## src/rtl/omlf_pkg.sv

```systemverilog
// Shared types and constants of the outlier median low-pass filter.
`default_nettype none

package omlf_pkg;

  localparam int SAMPLE_W = 16;
  localparam int FILT_W   = 24;
  localparam int THR_W    = 16;
  localparam int ALPHA_W  = 17;
  localparam int FRAC_SH  = 16;
  localparam int ACC_W    = 41;

  localparam logic [ALPHA_W-1:0] ALPHA_ONE  = 17'h10000;
  localparam logic [ACC_W-1:0]   ROUND_HALF = 41'h8000;

  localparam logic [THR_W-1:0]   THR_RESET   = 16'd500;
  localparam logic [ALPHA_W-1:0] ALPHA_RESET = 17'd16384;

  localparam logic REG_THRESHOLD = 1'b0;
  localparam logic REG_ALPHA     = 1'b1;

  typedef struct packed {
    logic load;
    logic cmp;
    logic rot;
  } omlf_sort_ctl_t;

  typedef struct packed {
    logic                start;
    logic [ALPHA_W-1:0]  alpha;
    logic [SAMPLE_W-1:0] median;
    logic [FILT_W-1:0]   prev;
  } omlf_blend_req_t;

endpackage

`default_nettype wire

```

## src/rtl/outlier_median_lowpass_filter.sv

```systemverilog
// Top level: sequencer, configuration registers and output register.
//
// channel  direction  tdata                   tuser
// in_      slave      [15:0] sample           [0] sensor_index
// out_     master     [23:0] filtered (Q16.8) [0] channel, [1] first_sample
// cfg_     apb        0x0 outlier_threshold, 0x4 smoothing_factor
//
// A priming word fills its channel's window with the sample, one memory write a cycle.
// A later word is sorted by the single compare-swap unit doing W - W/2 bubble
// passes of W steps each.
// Reset is synchronous; all channels come up unprimed, no clearing pass.
// A stalled result holds in the output register while the next word runs.
`default_nettype none

module outlier_median_lowpass_filter #(
  parameter int WINDOW_SIZE = 5,
  parameter int NUM_SENSORS = 2
) (
  input  wire logic        clk,
  input  wire logic        rst_n,
  input  wire logic        in_tvalid,
  output logic             in_tready,
  input  wire logic [15:0] in_tdata,   // [15:0] sample
  input  wire logic [0:0]  in_tuser,   // [0] sensor_index
  output logic             out_tvalid,
  input  wire logic        out_tready,
  output logic [23:0]      out_tdata,  // [23:0] filtered
  output logic [1:0]       out_tuser,  // [0] channel, [1] first_sample
  input  wire logic        cfg_psel,
  input  wire logic        cfg_penable,
  input  wire logic        cfg_pwrite,
  input  wire logic [2:0]  cfg_paddr,
  input  wire logic [31:0] cfg_pwdata,
  output logic [31:0]      cfg_prdata,
  output logic             cfg_pready
);

  localparam int DEPTH  = NUM_SENSORS * WINDOW_SIZE;
  localparam int AW     = $clog2(DEPTH);
  localparam int PW     = $clog2(WINDOW_SIZE);
  localparam int CNT_W  = $clog2(WINDOW_SIZE + 1);
  localparam int NPASS  = WINDOW_SIZE - WINDOW_SIZE / 2;
  localparam int PASS_W = $clog2(NPASS);
  localparam int CH_W   = (NUM_SENSORS > 1) ? $clog2(NUM_SENSORS) : 1;

  localparam logic [CNT_W-1:0]  CNT_LAST = CNT_W'(WINDOW_SIZE - 1);
  localparam logic [CNT_W-1:0]  CNT_END  = CNT_W'(WINDOW_SIZE);
  localparam logic [PW-1:0]     PTR_LAST = PW'(WINDOW_SIZE - 1);
  localparam logic [PASS_W-1:0] PASS_END = PASS_W'(NPASS - 1);

  typedef enum logic [3:0] {
    S_IDLE,
    S_PRIME,
    S_RD_PREV,
    S_CHK,
    S_LOAD,
    S_SORT,
    S_BLEND_GO,
    S_BLEND_WAIT,
    S_DONE
  } state_t;

  state_t                         state_r;
  logic [omlf_pkg::THR_W-1:0]     thr_r;
  logic [omlf_pkg::ALPHA_W-1:0]   alpha_r;
  logic [omlf_pkg::ALPHA_W-1:0]   alpha_nxt;
  logic [NUM_SENSORS-1:0]         primed_r;
  logic [omlf_pkg::FILT_W-1:0]    smooth_r [NUM_SENSORS];
  logic [PW-1:0]                  head_r   [NUM_SENSORS];
  logic [omlf_pkg::SAMPLE_W-1:0]  x_r;
  logic                           idx_r;
  logic [CH_W-1:0]                ch_r;
  logic [CH_W-1:0]                ch_in;
  logic [AW-1:0]                  base_r;
  logic [CNT_W-1:0]               cnt_r;
  logic [PASS_W-1:0]              pass_r;
  logic [omlf_pkg::FILT_W-1:0]    res_r;
  logic                           first_r;
  logic                           out_valid_r;
  logic [omlf_pkg::FILT_W-1:0]    out_data_r;
  logic [1:0]                     out_user_r;

  logic                           in_accept;
  logic                           out_load;
  logic                           cfg_wr;
  logic                           mem_we;
  logic [AW-1:0]                  mem_waddr;
  logic [omlf_pkg::SAMPLE_W-1:0]  mem_wdata;
  logic                           mem_re;
  logic [AW-1:0]                  mem_raddr;
  logic [omlf_pkg::SAMPLE_W-1:0]  mem_rdata;
  logic [PW-1:0]                  head_cur;
  logic [PW-1:0]                  head_next;
  logic [omlf_pkg::SAMPLE_W-1:0]  diff;
  logic [omlf_pkg::SAMPLE_W-1:0]  new_sample;
  omlf_pkg::omlf_sort_ctl_t       sort_ctl;
  omlf_pkg::omlf_blend_req_t      blend_req;
  logic [omlf_pkg::SAMPLE_W-1:0]  median;
  logic                           blend_done;
  logic [omlf_pkg::FILT_W-1:0]    blend_res;

  assign in_tready  = (state_r == S_IDLE);
  assign in_accept  = in_tvalid && in_tready;
  assign out_load   = (state_r == S_DONE) && (!out_valid_r || out_tready);
  assign cfg_pready = 1'b1;
  assign cfg_wr     = cfg_psel && cfg_penable && cfg_pwrite && cfg_pready;
  assign ch_in      = (NUM_SENSORS > 1) ? CH_W'(in_tuser[0]) : '0;

  always_comb begin
    if (cfg_pwdata[16:0] > omlf_pkg::ALPHA_ONE) begin
      alpha_nxt = omlf_pkg::ALPHA_ONE;
    end else begin
      alpha_nxt = cfg_pwdata[16:0];
    end
    if (cfg_paddr[2] == omlf_pkg::REG_ALPHA) begin
      cfg_prdata = 32'(alpha_r);
    end else begin
      cfg_prdata = 32'(thr_r);
    end
  end

  always_comb begin
    head_cur  = head_r[ch_r];
    head_next = (head_cur == PTR_LAST) ? '0 : head_cur + 1'b1;
    if (x_r > mem_rdata) begin
      diff = x_r - mem_rdata;
    end else begin
      diff = mem_rdata - x_r;
    end
    new_sample = (diff > thr_r) ? mem_rdata : x_r;

    mem_we    = 1'b0;
    mem_waddr = base_r + AW'(cnt_r);
    mem_wdata = x_r;
    mem_re    = 1'b0;
    mem_raddr = base_r + AW'(cnt_r);
    sort_ctl  = '0;
    case (state_r)
      S_PRIME: begin
        mem_we = 1'b1;
      end
      S_RD_PREV: begin
        mem_re    = 1'b1;
        mem_raddr = base_r + AW'(head_cur);
      end
      S_CHK: begin
        mem_we    = 1'b1;
        mem_waddr = base_r + AW'(head_next);
        mem_wdata = new_sample;
      end
      S_LOAD: begin
        mem_re        = (cnt_r != CNT_END);
        sort_ctl.load = (cnt_r != '0);
      end
      S_SORT: begin
        sort_ctl.cmp = (cnt_r != CNT_LAST);
        sort_ctl.rot = (cnt_r == CNT_LAST);
      end
      default: begin
      end
    endcase

    blend_req.start  = (state_r == S_BLEND_GO);
    blend_req.alpha  = alpha_r;
    blend_req.median = median;
    blend_req.prev   = smooth_r[ch_r];
  end

  omlf_win_ram #(
    .DEPTH (DEPTH),
    .AW    (AW)
  ) u_win_ram (
    .clk   (clk),
    .we    (mem_we),
    .waddr (mem_waddr),
    .wdata (mem_wdata),
    .re    (mem_re),
    .raddr (mem_raddr),
    .rdata (mem_rdata)
  );

  omlf_median #(
    .WINDOW_SIZE (WINDOW_SIZE)
  ) u_median (
    .clk    (clk),
    .ctl    (sort_ctl),
    .din    (mem_rdata),
    .median (median)
  );

  omlf_blend u_blend (
    .clk    (clk),
    .rst_n  (rst_n),
    .req    (blend_req),
    .done   (blend_done),
    .result (blend_res)
  );

  always_ff @(posedge clk) begin
    if (!rst_n) begin
      state_r     <= S_IDLE;
      thr_r       <= omlf_pkg::THR_RESET;
      alpha_r     <= omlf_pkg::ALPHA_RESET;
      primed_r    <= '0;
      out_valid_r <= 1'b0;
    end else begin
      if (cfg_wr) begin
        if (cfg_paddr[2] == omlf_pkg::REG_ALPHA) begin
          alpha_r <= alpha_nxt;
        end else begin
          thr_r <= cfg_pwdata[15:0];
        end
      end
      if (out_load) begin
        out_valid_r <= 1'b1;
      end else if (out_tready) begin
        out_valid_r <= 1'b0;
      end

      case (state_r)
        S_IDLE: begin
          if (in_accept) begin
            x_r    <= in_tdata;
            idx_r  <= in_tuser[0];
            ch_r   <= ch_in;
            base_r <= AW'(ch_in * WINDOW_SIZE);
            cnt_r  <= '0;
            pass_r <= '0;
            state_r <= primed_r[ch_in] ? S_RD_PREV : S_PRIME;
          end
        end
        S_PRIME: begin
          cnt_r <= cnt_r + 1'b1;
          if (cnt_r == CNT_LAST) begin
            primed_r[ch_r] <= 1'b1;
            head_r[ch_r]   <= '0;
            smooth_r[ch_r] <= {x_r, 8'h00};
            res_r          <= {x_r, 8'h00};
            first_r        <= 1'b1;
            state_r        <= S_DONE;
          end
        end
        S_RD_PREV: begin
          state_r <= S_CHK;
        end
        S_CHK: begin
          head_r[ch_r] <= head_next;
          state_r      <= S_LOAD;
        end
        S_LOAD: begin
          if (cnt_r == CNT_END) begin
            cnt_r   <= '0;
            state_r <= S_SORT;
          end else begin
            cnt_r <= cnt_r + 1'b1;
          end
        end
        S_SORT: begin
          if (cnt_r == CNT_LAST) begin
            cnt_r <= '0;
            if (pass_r == PASS_END) begin
              state_r <= S_BLEND_GO;
            end else begin
              pass_r <= pass_r + 1'b1;
            end
          end else begin
            cnt_r <= cnt_r + 1'b1;
          end
        end
        S_BLEND_GO: begin
          state_r <= S_BLEND_WAIT;
        end
        S_BLEND_WAIT: begin
          if (blend_done) begin
            smooth_r[ch_r] <= blend_res;
            res_r          <= blend_res;
            first_r        <= 1'b0;
            state_r        <= S_DONE;
          end
        end
        S_DONE: begin
          if (out_load) begin
            out_data_r <= res_r;
            out_user_r <= {first_r, idx_r};
            state_r    <= S_IDLE;
          end
        end
        default: begin
          state_r <= S_IDLE;
        end
      endcase
    end
  end

  assign out_tvalid = out_valid_r;
  assign out_tdata  = out_data_r;
  assign out_tuser  = out_user_r;

  a_alpha_sat: assert property (@(posedge clk) disable iff (!rst_n)
    alpha_r <= omlf_pkg::ALPHA_ONE)
    else $error("smoothing factor above one");

  a_first_whole: assert property (@(posedge clk) disable iff (!rst_n)
    (out_tvalid && out_tuser[1]) |-> (out_tdata[7:0] == 8'h00))
    else $error("priming result has a fraction");

  a_blend_owned: assert property (@(posedge clk) disable iff (!rst_n)
    blend_done |-> (state_r == S_BLEND_WAIT))
    else $error("blend finished outside its wait state");

  a_unprimed_path: assert property (@(posedge clk) disable iff (!rst_n)
    (in_accept && !primed_r[ch_in]) |=> (state_r == S_PRIME))
    else $error("unprimed channel skipped priming");

endmodule

`default_nettype wire

```

## src/rtl/omlf_win_ram.sv

```systemverilog
// Sample window memory for all sensors, one write and one registered read port.
`default_nettype none

module omlf_win_ram #(
  parameter int DEPTH = 10,
  parameter int AW    = 4
) (
  input  wire logic                          clk,
  input  wire logic                          we,
  input  wire logic [AW-1:0]                 waddr,
  input  wire logic [omlf_pkg::SAMPLE_W-1:0] wdata,
  input  wire logic                          re,
  input  wire logic [AW-1:0]                 raddr,
  output logic      [omlf_pkg::SAMPLE_W-1:0] rdata
);

  logic [omlf_pkg::SAMPLE_W-1:0] mem_r [DEPTH];

  always_ff @(posedge clk) begin
    if (we) begin
      mem_r[waddr] <= wdata;
    end
    if (re) begin
      rdata <= mem_r[raddr];
    end
  end

endmodule

`default_nettype wire

```

## src/rtl/omlf_median.sv

```systemverilog
// Ring of window samples with one shared compare-swap unit for bubble passes.
`default_nettype none

module omlf_median #(
  parameter int WINDOW_SIZE = 5
) (
  input  wire logic                          clk,
  input  wire omlf_pkg::omlf_sort_ctl_t      ctl,
  input  wire logic [omlf_pkg::SAMPLE_W-1:0] din,
  output logic      [omlf_pkg::SAMPLE_W-1:0] median
);

  logic [omlf_pkg::SAMPLE_W-1:0] ring_r [WINDOW_SIZE];
  logic [omlf_pkg::SAMPLE_W-1:0] lo;
  logic [omlf_pkg::SAMPLE_W-1:0] hi;

  always_comb begin
    if (ring_r[0] > ring_r[1]) begin
      hi = ring_r[0];
      lo = ring_r[1];
    end else begin
      hi = ring_r[1];
      lo = ring_r[0];
    end
  end

  always_ff @(posedge clk) begin
    if (ctl.load) begin
      for (int i = 0; i < WINDOW_SIZE - 1; i++) begin
        ring_r[i] <= ring_r[i+1];
      end
      ring_r[WINDOW_SIZE-1] <= din;
    end else if (ctl.cmp) begin
      // carry the larger at the front, drop the smaller at the tail
      ring_r[0] <= hi;
      for (int i = 1; i < WINDOW_SIZE - 1; i++) begin
        ring_r[i] <= ring_r[i+1];
      end
      ring_r[WINDOW_SIZE-1] <= lo;
    end else if (ctl.rot) begin
      for (int i = 0; i < WINDOW_SIZE - 1; i++) begin
        ring_r[i] <= ring_r[i+1];
      end
      ring_r[WINDOW_SIZE-1] <= ring_r[0];
    end
  end

  assign median = ring_r[WINDOW_SIZE/2];

endmodule

`default_nettype wire

```

## src/rtl/omlf_blend.sv

```systemverilog
// Exponential smoothing blend on one shared multiplier, used in turn by the MUL1 and MUL2 phases.
`default_nettype none

module omlf_blend (
  input  wire logic                          clk,
  input  wire logic                          rst_n,
  input  wire omlf_pkg::omlf_blend_req_t     req,
  output logic                               done,
  output logic      [omlf_pkg::FILT_W-1:0]   result
);

  typedef enum logic [1:0] {
    PH_IDLE,
    PH_MUL1,
    PH_MUL2,
    PH_DONE
  } ph_t;

  ph_t                           ph_r;
  logic [omlf_pkg::ACC_W-1:0]    acc_r;
  logic [omlf_pkg::ALPHA_W-1:0]  op_a;
  logic [omlf_pkg::FILT_W-1:0]   op_b;
  logic [omlf_pkg::ACC_W-1:0]    prod;

  always_comb begin
    if (ph_r == PH_MUL2) begin
      op_a = omlf_pkg::ALPHA_ONE - req.alpha;
      op_b = req.prev;
    end else begin
      op_a = req.alpha;
      op_b = {req.median, 8'h00};
    end
    prod = omlf_pkg::ACC_W'(op_a) * omlf_pkg::ACC_W'(op_b);
  end

  always_ff @(posedge clk) begin
    if (!rst_n) begin
      ph_r <= PH_IDLE;
    end else begin
      case (ph_r)
        PH_IDLE: begin
          if (req.start) begin
            ph_r <= PH_MUL1;
          end
        end
        PH_MUL1: begin
          acc_r <= prod + omlf_pkg::ROUND_HALF;
          ph_r  <= PH_MUL2;
        end
        PH_MUL2: begin
          acc_r <= acc_r + prod;
          ph_r  <= PH_DONE;
        end
        PH_DONE: begin
          ph_r <= PH_IDLE;
        end
        default: begin
          ph_r <= PH_IDLE;
        end
      endcase
    end
  end

  assign done   = (ph_r == PH_DONE);
  assign result = acc_r[omlf_pkg::FRAC_SH +: omlf_pkg::FILT_W];

endmodule

`default_nettype wire
```

## config.mk

```make
export PLATFORM = sky130hd
export DESIGN_NAME = outlier_median_lowpass_filter
export DESIGN_NICKNAME = d
export VERILOG_FILES = /design/src/rtl/omlf_pkg.sv /design/src/rtl/outlier_median_lowpass_filter.sv /design/src/rtl/omlf_win_ram.sv /design/src/rtl/omlf_median.sv /design/src/rtl/omlf_blend.sv
export SDC_FILE = /design/constraint.sdc
export NUM_CORES = 2
export LEC_CHECK = 0
export ABC_AREA = 1
export ABC_CLOCK_PERIOD_IN_PS = 11480
export BUFFER_PORTS_ARGS = -buffer_cell sky130_fd_sc_hd__buf_2
export CAP_MARGIN = 20
export CORE_ASPECT_RATIO = 1.75
export CORE_MARGIN = 2
export CORE_UTILIZATION = 30
export CTS_BUF_LIST = sky130_fd_sc_hd__clkbuf_16
export CTS_CLUSTER_SIZE = 24
export DETAILED_ROUTE_END_ITERATION = 8
export GPL_ROUTABILITY_DRIVEN = 0
export PLACE_DENSITY = 0.49
export SLEW_MARGIN = 15
export SYNTH_ARGS = -nofsm -noshare
export SYNTH_HDL_FRONTEND = slang
export SYNTH_HIERARCHICAL = 1
export SYNTH_SLANG_ARGS = --single-unit
```

## constraint.sdc

```tcl
create_clock -name clk -period 11.48 [get_ports clk]
set_input_delay 1.148 -clock clk [delete_from_list [all_inputs] [get_ports clk]]
set_output_delay 1.148 -clock clk [all_outputs]
set_load 0.05 [all_outputs]
```

---- Word level (Yosys, flattened, before mapping) ----
Memory sizes are Yosys's and may differ from the RTL's. A register that Yosys moved wholly into a read port is not among the register bits.
Index checks and enable logic that the tools add are counted.
cells by class
  shift operators ......................... 0
  equal/unequal tests ..................... 26
  $lt $le $gt $ge ......................... 7
  multiplexer cells ....................... 84
  reductions and logical operators ........ 26
  divide/modulo/power cells ............... 0
  $mul .................................... 2
  bitwise gates (word level) .............. 14
  $add $sub $neg .......................... 11
operator list
  operator                number
  $mux 16                 15
  $mux 24                 4
  $pmux 41 s2             1
  $mux 17                 3
  $gt 16x16->1            3
  $pmux 24 s2             1
  $add 41x16->41 const B  1
  $add 41x41->41          1
  $mul 17x24->41          1
  $mux 4                  9
  $pmux 4 s9              1
  $mux 1                  33
  $sub 16x16->16          2
  $gt 17x17->1 const B    1
  $sub 17x17->17 const A  1
  $eq 4x3->1 const B      4
  $ne 2x2->1 const B      8
  $mux 3                  5
  $add 4x3->4             3
  $mux 2                  6
  $or 1x1->1              12
  $pmux 3 s4              1
  $eq 3x3->1 const B      3
  $reduce_and 3->1        3
  31 further kinds        48
word-level totals
  memory bits (read-only) ................. 0
  register bits after elaboration ......... 160
  bits in writable memories ............... 294
  word-level logic and storage cells ...... 190
  output and inout port bits .............. 61
  input port bits ......................... 59
  memories ................................ 4
  bits in latches ......................... 0
memories
  name             depth  width  rd ports  clocked after Yosys merged registers in  write ports  RTL line                             source
  u_win_ram.mem_r  10     16     1         1                                        1            omlf_win_ram.sv:17                   logic [omlf_pkg::SAMPLE_W-1:0] mem_r [DEPTH];
  u_median.ring_r  5      16     5         0                                        5            omlf_median.sv:13                    logic [omlf_pkg::SAMPLE_W-1:0] ring_r [WINDOW_SIZE];
  smooth_r         2      24     1         1                                        1            outlier_median_lowpass_filter.sv:68  logic [omlf_pkg::FILT_W-1:0] smooth_r [NUM_SENSORS];
  head_r           2      3      1         1                                        1            outlier_median_lowpass_filter.sv:69  logic [PW-1:0] head_r [NUM_SENSORS];

---- Logic depth before layout (Yosys ltp) ----
  word-level depth ........................ 7
  gate-level depth with buffers ........... 50

---- Cells and area by module ----
Netlist, hierarchy kept.
by module, submodules not included
  module                         instances  cells each  seq. area each (sq um)  area an instance (sq um)
  omlf_blend                     1          2818        1241.2                  19464.9
  outlier_median_lowpass_filter  1          1252        4634.4                  9887.0
  omlf_win_ram                   1          648         5285.1                  7294.5
  omlf_median                    1          328         2402.3                  3751.1

---- Worst setup path after synthesis ----
OpenSTA, ideal clock, no wires.
  path type ............................... reg2reg
  from .................................... register alpha_r[0] in the netlist's numbering
  to ...................................... register u_blend/acc_r[35] in the netlist's numbering (data pin)
  data arrival time ....................... 8.167 ns
  library setup time ...................... 0.256 ns
  slack ................................... 3.057 ns
  required time ........................... 11.224 ns
  path buffers ............................ 1
  stages on the path, launching flop included .. 42
  path through ............................ dfxtp_1 -> inv_1 -> ha_1 -> nand3_1 -> nor3_1 -> inv_1 -> o21ai_0 -> xor2_1 -> clkbuf_1 -> nand2_1 -> fa_1 -> inv_1 -> fa_1 -> inv_1 -> fa_1 -> inv_1 -> fa_1 -> fa_1 -> (+6 left out) -> nand2_1 -> inv_1 -> a21oi_1 -> nand2_1 -> xnor2_1 -> inv_1 -> ha_1 -> nand2_1 -> nor2_1 -> inv_1 -> nor4_1 -> a21oi_1 -> o21bai_1 -> nand2_1 -> nand2_1 -> a21oi_1 -> o21ai_0 -> nand2_1
on the way
  word-level cells in the longest chain between the ends .. 5
RTL lines
  element                                           RTL line                              source
  start, declared                                   outlier_median_lowpass_filter.sv:65   logic [omlf_pkg::ALPHA_W-1:0] alpha_r;
  start signal, assigned                            outlier_median_lowpass_filter.sv:203  alpha_r <= omlf_pkg::ALPHA_RESET;
  start signal, assigned                            outlier_median_lowpass_filter.sv:209  alpha_r <= alpha_nxt;
  $sub 17x17->17                                    omlf_blend.sv:27                      op_a = omlf_pkg::ALPHA_ONE - req.alpha;
  $mux 17 *                                         omlf_blend.sv:26                      if (ph_r == PH_MUL2) begin
  $mul 17x24->41 *                                  omlf_blend.sv:33                      prod = omlf_pkg::ACC_W'(op_a) * omlf_pkg::ACC_W'(op_b);
  $add 41x41->41 or $add 41x16->41 (tied branches)  omlf_blend.sv:51, omlf_blend.sv:47
  $pmux 41 s2 *                                     omlf_blend.sv:40                      case (ph_r)
  end signal, assigned                              omlf_blend.sv:47                      acc_r <= prod + omlf_pkg::ROUND_HALF;
  end signal, assigned                              omlf_blend.sv:51                      acc_r <= acc_r + prod;
  end, declared                                     omlf_blend.sv:20                      logic [omlf_pkg::ACC_W-1:0] acc_r;
Every way passes the cells marked *; elsewhere a longest branch is shown, timed or not.
A chain may end at the register's enable or synchronous reset.

---- Worst setup path in the final report ----
  from .................................... register u_blend.ph_r[0]
  to ...................................... register u_blend/acc_r[35] in the netlist's numbering (data pin)
on the way
  word-level cells in the longest chain between the ends .. 5
RTL lines
  element                                           RTL line                            source
  start, declared                                   omlf_blend.sv:19                    ph_t ph_r;
  start signal, assigned                            omlf_blend.sv:38                    ph_r <= PH_IDLE;
  start signal, assigned                            omlf_blend.sv:43                    ph_r <= PH_MUL1;
  start signal, assigned                            omlf_blend.sv:48                    ph_r <= PH_MUL2;
  $eq 2x2->1                                        omlf_blend.sv:26, omlf_blend.sv:40
  $mux 17 or $mux 24 (tied branches)                omlf_blend.sv:26
  $mul 17x24->41                                    omlf_blend.sv:33
  $add 41x41->41 or $add 41x16->41 (tied branches)  omlf_blend.sv:51, omlf_blend.sv:47
  $pmux 41 s2 *                                     omlf_blend.sv:40
Marked as above.

==> reports/metrics.yaml <==
crit_path_frequent_cell: "inv_1"
finalHoldViolations: 0
tritoncts: "done"
initial_core_util_pct: 30.1
antenna_found_initial: 8
max_cap_viol_count: 0
synth_warnings: 6
clk_pin_slew_ns: 0.07
first_pass_iters: 6
rows: 178
crit_type: "flop to flop"
synth_area_leaders: "edfxtp_1, fa_1, nand2_1, inv_1, ha_1"
finalSetupViolations: 0
hold_class: "flop to flop"
ys_seq_area_share_pct: 33.6
place_area_mm2: 0.0427
wl_per_cell_um: 19.4
crit_fanout: 21
drtIter0Drc: 1728
endpoint_kind: "flop"
pin_count: 120
numClockSinks: 466
setup_slack_ns: 1.13
layout_commonest_cell: "nand2_1"
critical-path-top-delay-family: "adder cells"
cts_hold_buf: 0
synth_area_per_cell_um2: 8.01
area_growth_syn_to_layout_pct: 9.83
die_w_um: 281
post_route_cells_drive_above_1_share_pct: 6.85
clk-insertion-delay-late_ns: 0.64
tns_ns: 0
min_path_cells: 0
cp_slowest_cell: "fa_1"
vias: 32330
grt-ovfl-total: 0
synth-seq-cells: 466
rsz0062_at_grt: "no"
worstMarginPinSlew_ns: 1.10
fmax_mhz: 96.6
r2r_cells: 40
cp.required_ns: 11.88
fin_worst_skew_ns: 0.0458
place_hpwl_um: 108000
die_y_um: 489
grt_pass1_wl_um: 200000
timing.final.crit_share_pct: 90.2
yosys.area.top_type: "edfxtp_1"
ys_async_sr_fraction_pct: 0
start_kind: "flop"
final_cell_area_mm2: 0.0444
dp_slack_ns: 1.12
ys_types: 51
numCtsBuffers: 51
clockBufferDepth: 3
first_global_vias: 33070
synth_edf_count: 423
drc_errors: 0
relSlewSlack_pct: 26.2
mostFrequentLayoutCells: "nand2_1, inv_1, edfxtp_1"
portBuffers: 86
cts_resized: 0
synthCells: 5046
synthFlopType: "edfxtp_1"
ant_nets: 0
track_usage_pct: 19.6
critPathBufInv: 12
slew_violations: 0
fp.coreArea_mm2: 0.134
cts_root_buf: "clkbuf_16"
status: "finished clean"
cp.depth: 40
cts_htree_levels: 2
min_period_ns: 10.35
avgViaCountPerCell: 4.66
grt_max_degree: 81
syn_area_mm2: 0.0404
slowest_delay_ns: 0.60
drt_wl_total_um: 134000
dieArea_mm2: 0.138
final_nets: 5719
diodes: 0
cts_setup_buffers: 0
synth_top_area_share_pct: 31.4
worstPathArrival_ns: 10.75
==> synth_stat cells (2+ instances only) <==
cell	number
nand2_1	1432
inv_1	1046
nor2_1	424
edfxtp_1	423
fa_1	331
nand3_1	240
ha_1	235
o21ai_0	191
a21oi_1	186
clkbuf_1	89
buf_4	63
xor2_1	47
dfxtp_1	43
nand4_1	30
nor3_1	26
buf_2	22
or2_2	22
a31oi_1	18
xnor2_1	16
buf_6	13
o21bai_1	13
nand3_2	11
nand3b_1	11
a21oi_2	10
inv_2	10
nor2_2	10
nand2_2	9
o21ai_1	9
clkinv_1	8
o21a_1	7
a21o_1	5
and2_1	5
nor2_4	5
nor4_1	5
nand2_4	4
buf_1	3
nor3_2	3
a21boi_0	2
a31o_2	2
conb_1	2
o2111ai_1	2
o211ai_1	2
o22ai_1	2
xor2_2	2
==> cells by family after synthesis <==
kind of cell,share of synthesized area (%)
compound gates,6.05
xor+xnor,1.45
fa+ha+maj,23.7
buf+inv,12.6
flops,33.6
other cells,0.0186
simple gates,22.7
==> worst reg2reg max path: cells and delay by family, from the launching register on <==
| family | cells | cell delay [ns] |
|---|---|---|
| compound gates | 5 | 1.09 |
| xor+xnor | 1 | 0.48 |
| fa+ha+maj | 9 | 4.16 |
| buf+inv | 12 | 1.95 |
| flops | 1 | 0.31 |
| simple gates | 13 | 2.12 |
==> flip-flops by register name, summed over array words and instances (netlist names), named ones only <==
name,cells
alpha_r,17
base_r,1
cnt_r,3
first_r,1
head_r,6
out_tdata,24
out_tuser,2
out_tvalid,1
pass_r,2
primed_r,2
res_r,24
smooth_r,48
state_r,4
thr_r,16
u_blend/acc_r,40
u_blend/ph_r,2
u_median/ring_r,80
u_win_ram/mem_r,160
u_win_ram/rdata,16
x_r,16
==> layout make-up <==
class                      count  area, µm²
sequential                   466      13600
inverter                    1065       4000
timing repair buffer         171       1080
clock buffer                  51       1280
tap                         1800       2250
clock inverter                44        339
multi-input combinational   3339      21900
fill                       14457      89700
==> per-stage QoR <==
step | util [%] | cells | hold WS (ns)
2_1_floorplan | - | 5060 | 0.400
3_3_place_gp | 31.9 | 6839 | 0.401
3_5_place_dp | 31.9 | 6840 | 0.405
4_1_cts | 33.1 | 6935 | 0.363
5_1_grt | 33.1 | 6936 | 0.395
6_report | 33.1 | 6936 | 0.373
==> path summary, 6_finish.rpt <==
kind	start	end	slack [ns]
worst max-delay path	u_blend/ph_r[0]$_SDFFE_PN0P_	u_blend/acc_r[35]$_DFFE_PP_	1.13
worst min-delay path	u_median/ring_r[0][55]$_DFFE_PP_	u_median/ring_r[0][39]$_DFFE_PP_	0.37
worst max register to register	u_blend/ph_r[0]$_SDFFE_PN0P_	u_blend/acc_r[35]$_DFFE_PP_	1.13
worst min register to register	u_median/ring_r[0][55]$_DFFE_PP_	u_median/ring_r[0][39]$_DFFE_PP_	0.37
==> layer usage <==
layer / track usage [%] / wire length (µm) / vias up
li1: - / - / 15572
met1: 20.3 / 48200 / 15733
met2: 38.1 / 73200 / 724
met3: 1.98 / 4610 / 291
met4: 10.6 / 8320 / 10
met5: 0 / 71 / -
Power is not shown: default switching activity piles up to over one toggle a cycle in this logic, so the estimate is an artifact.
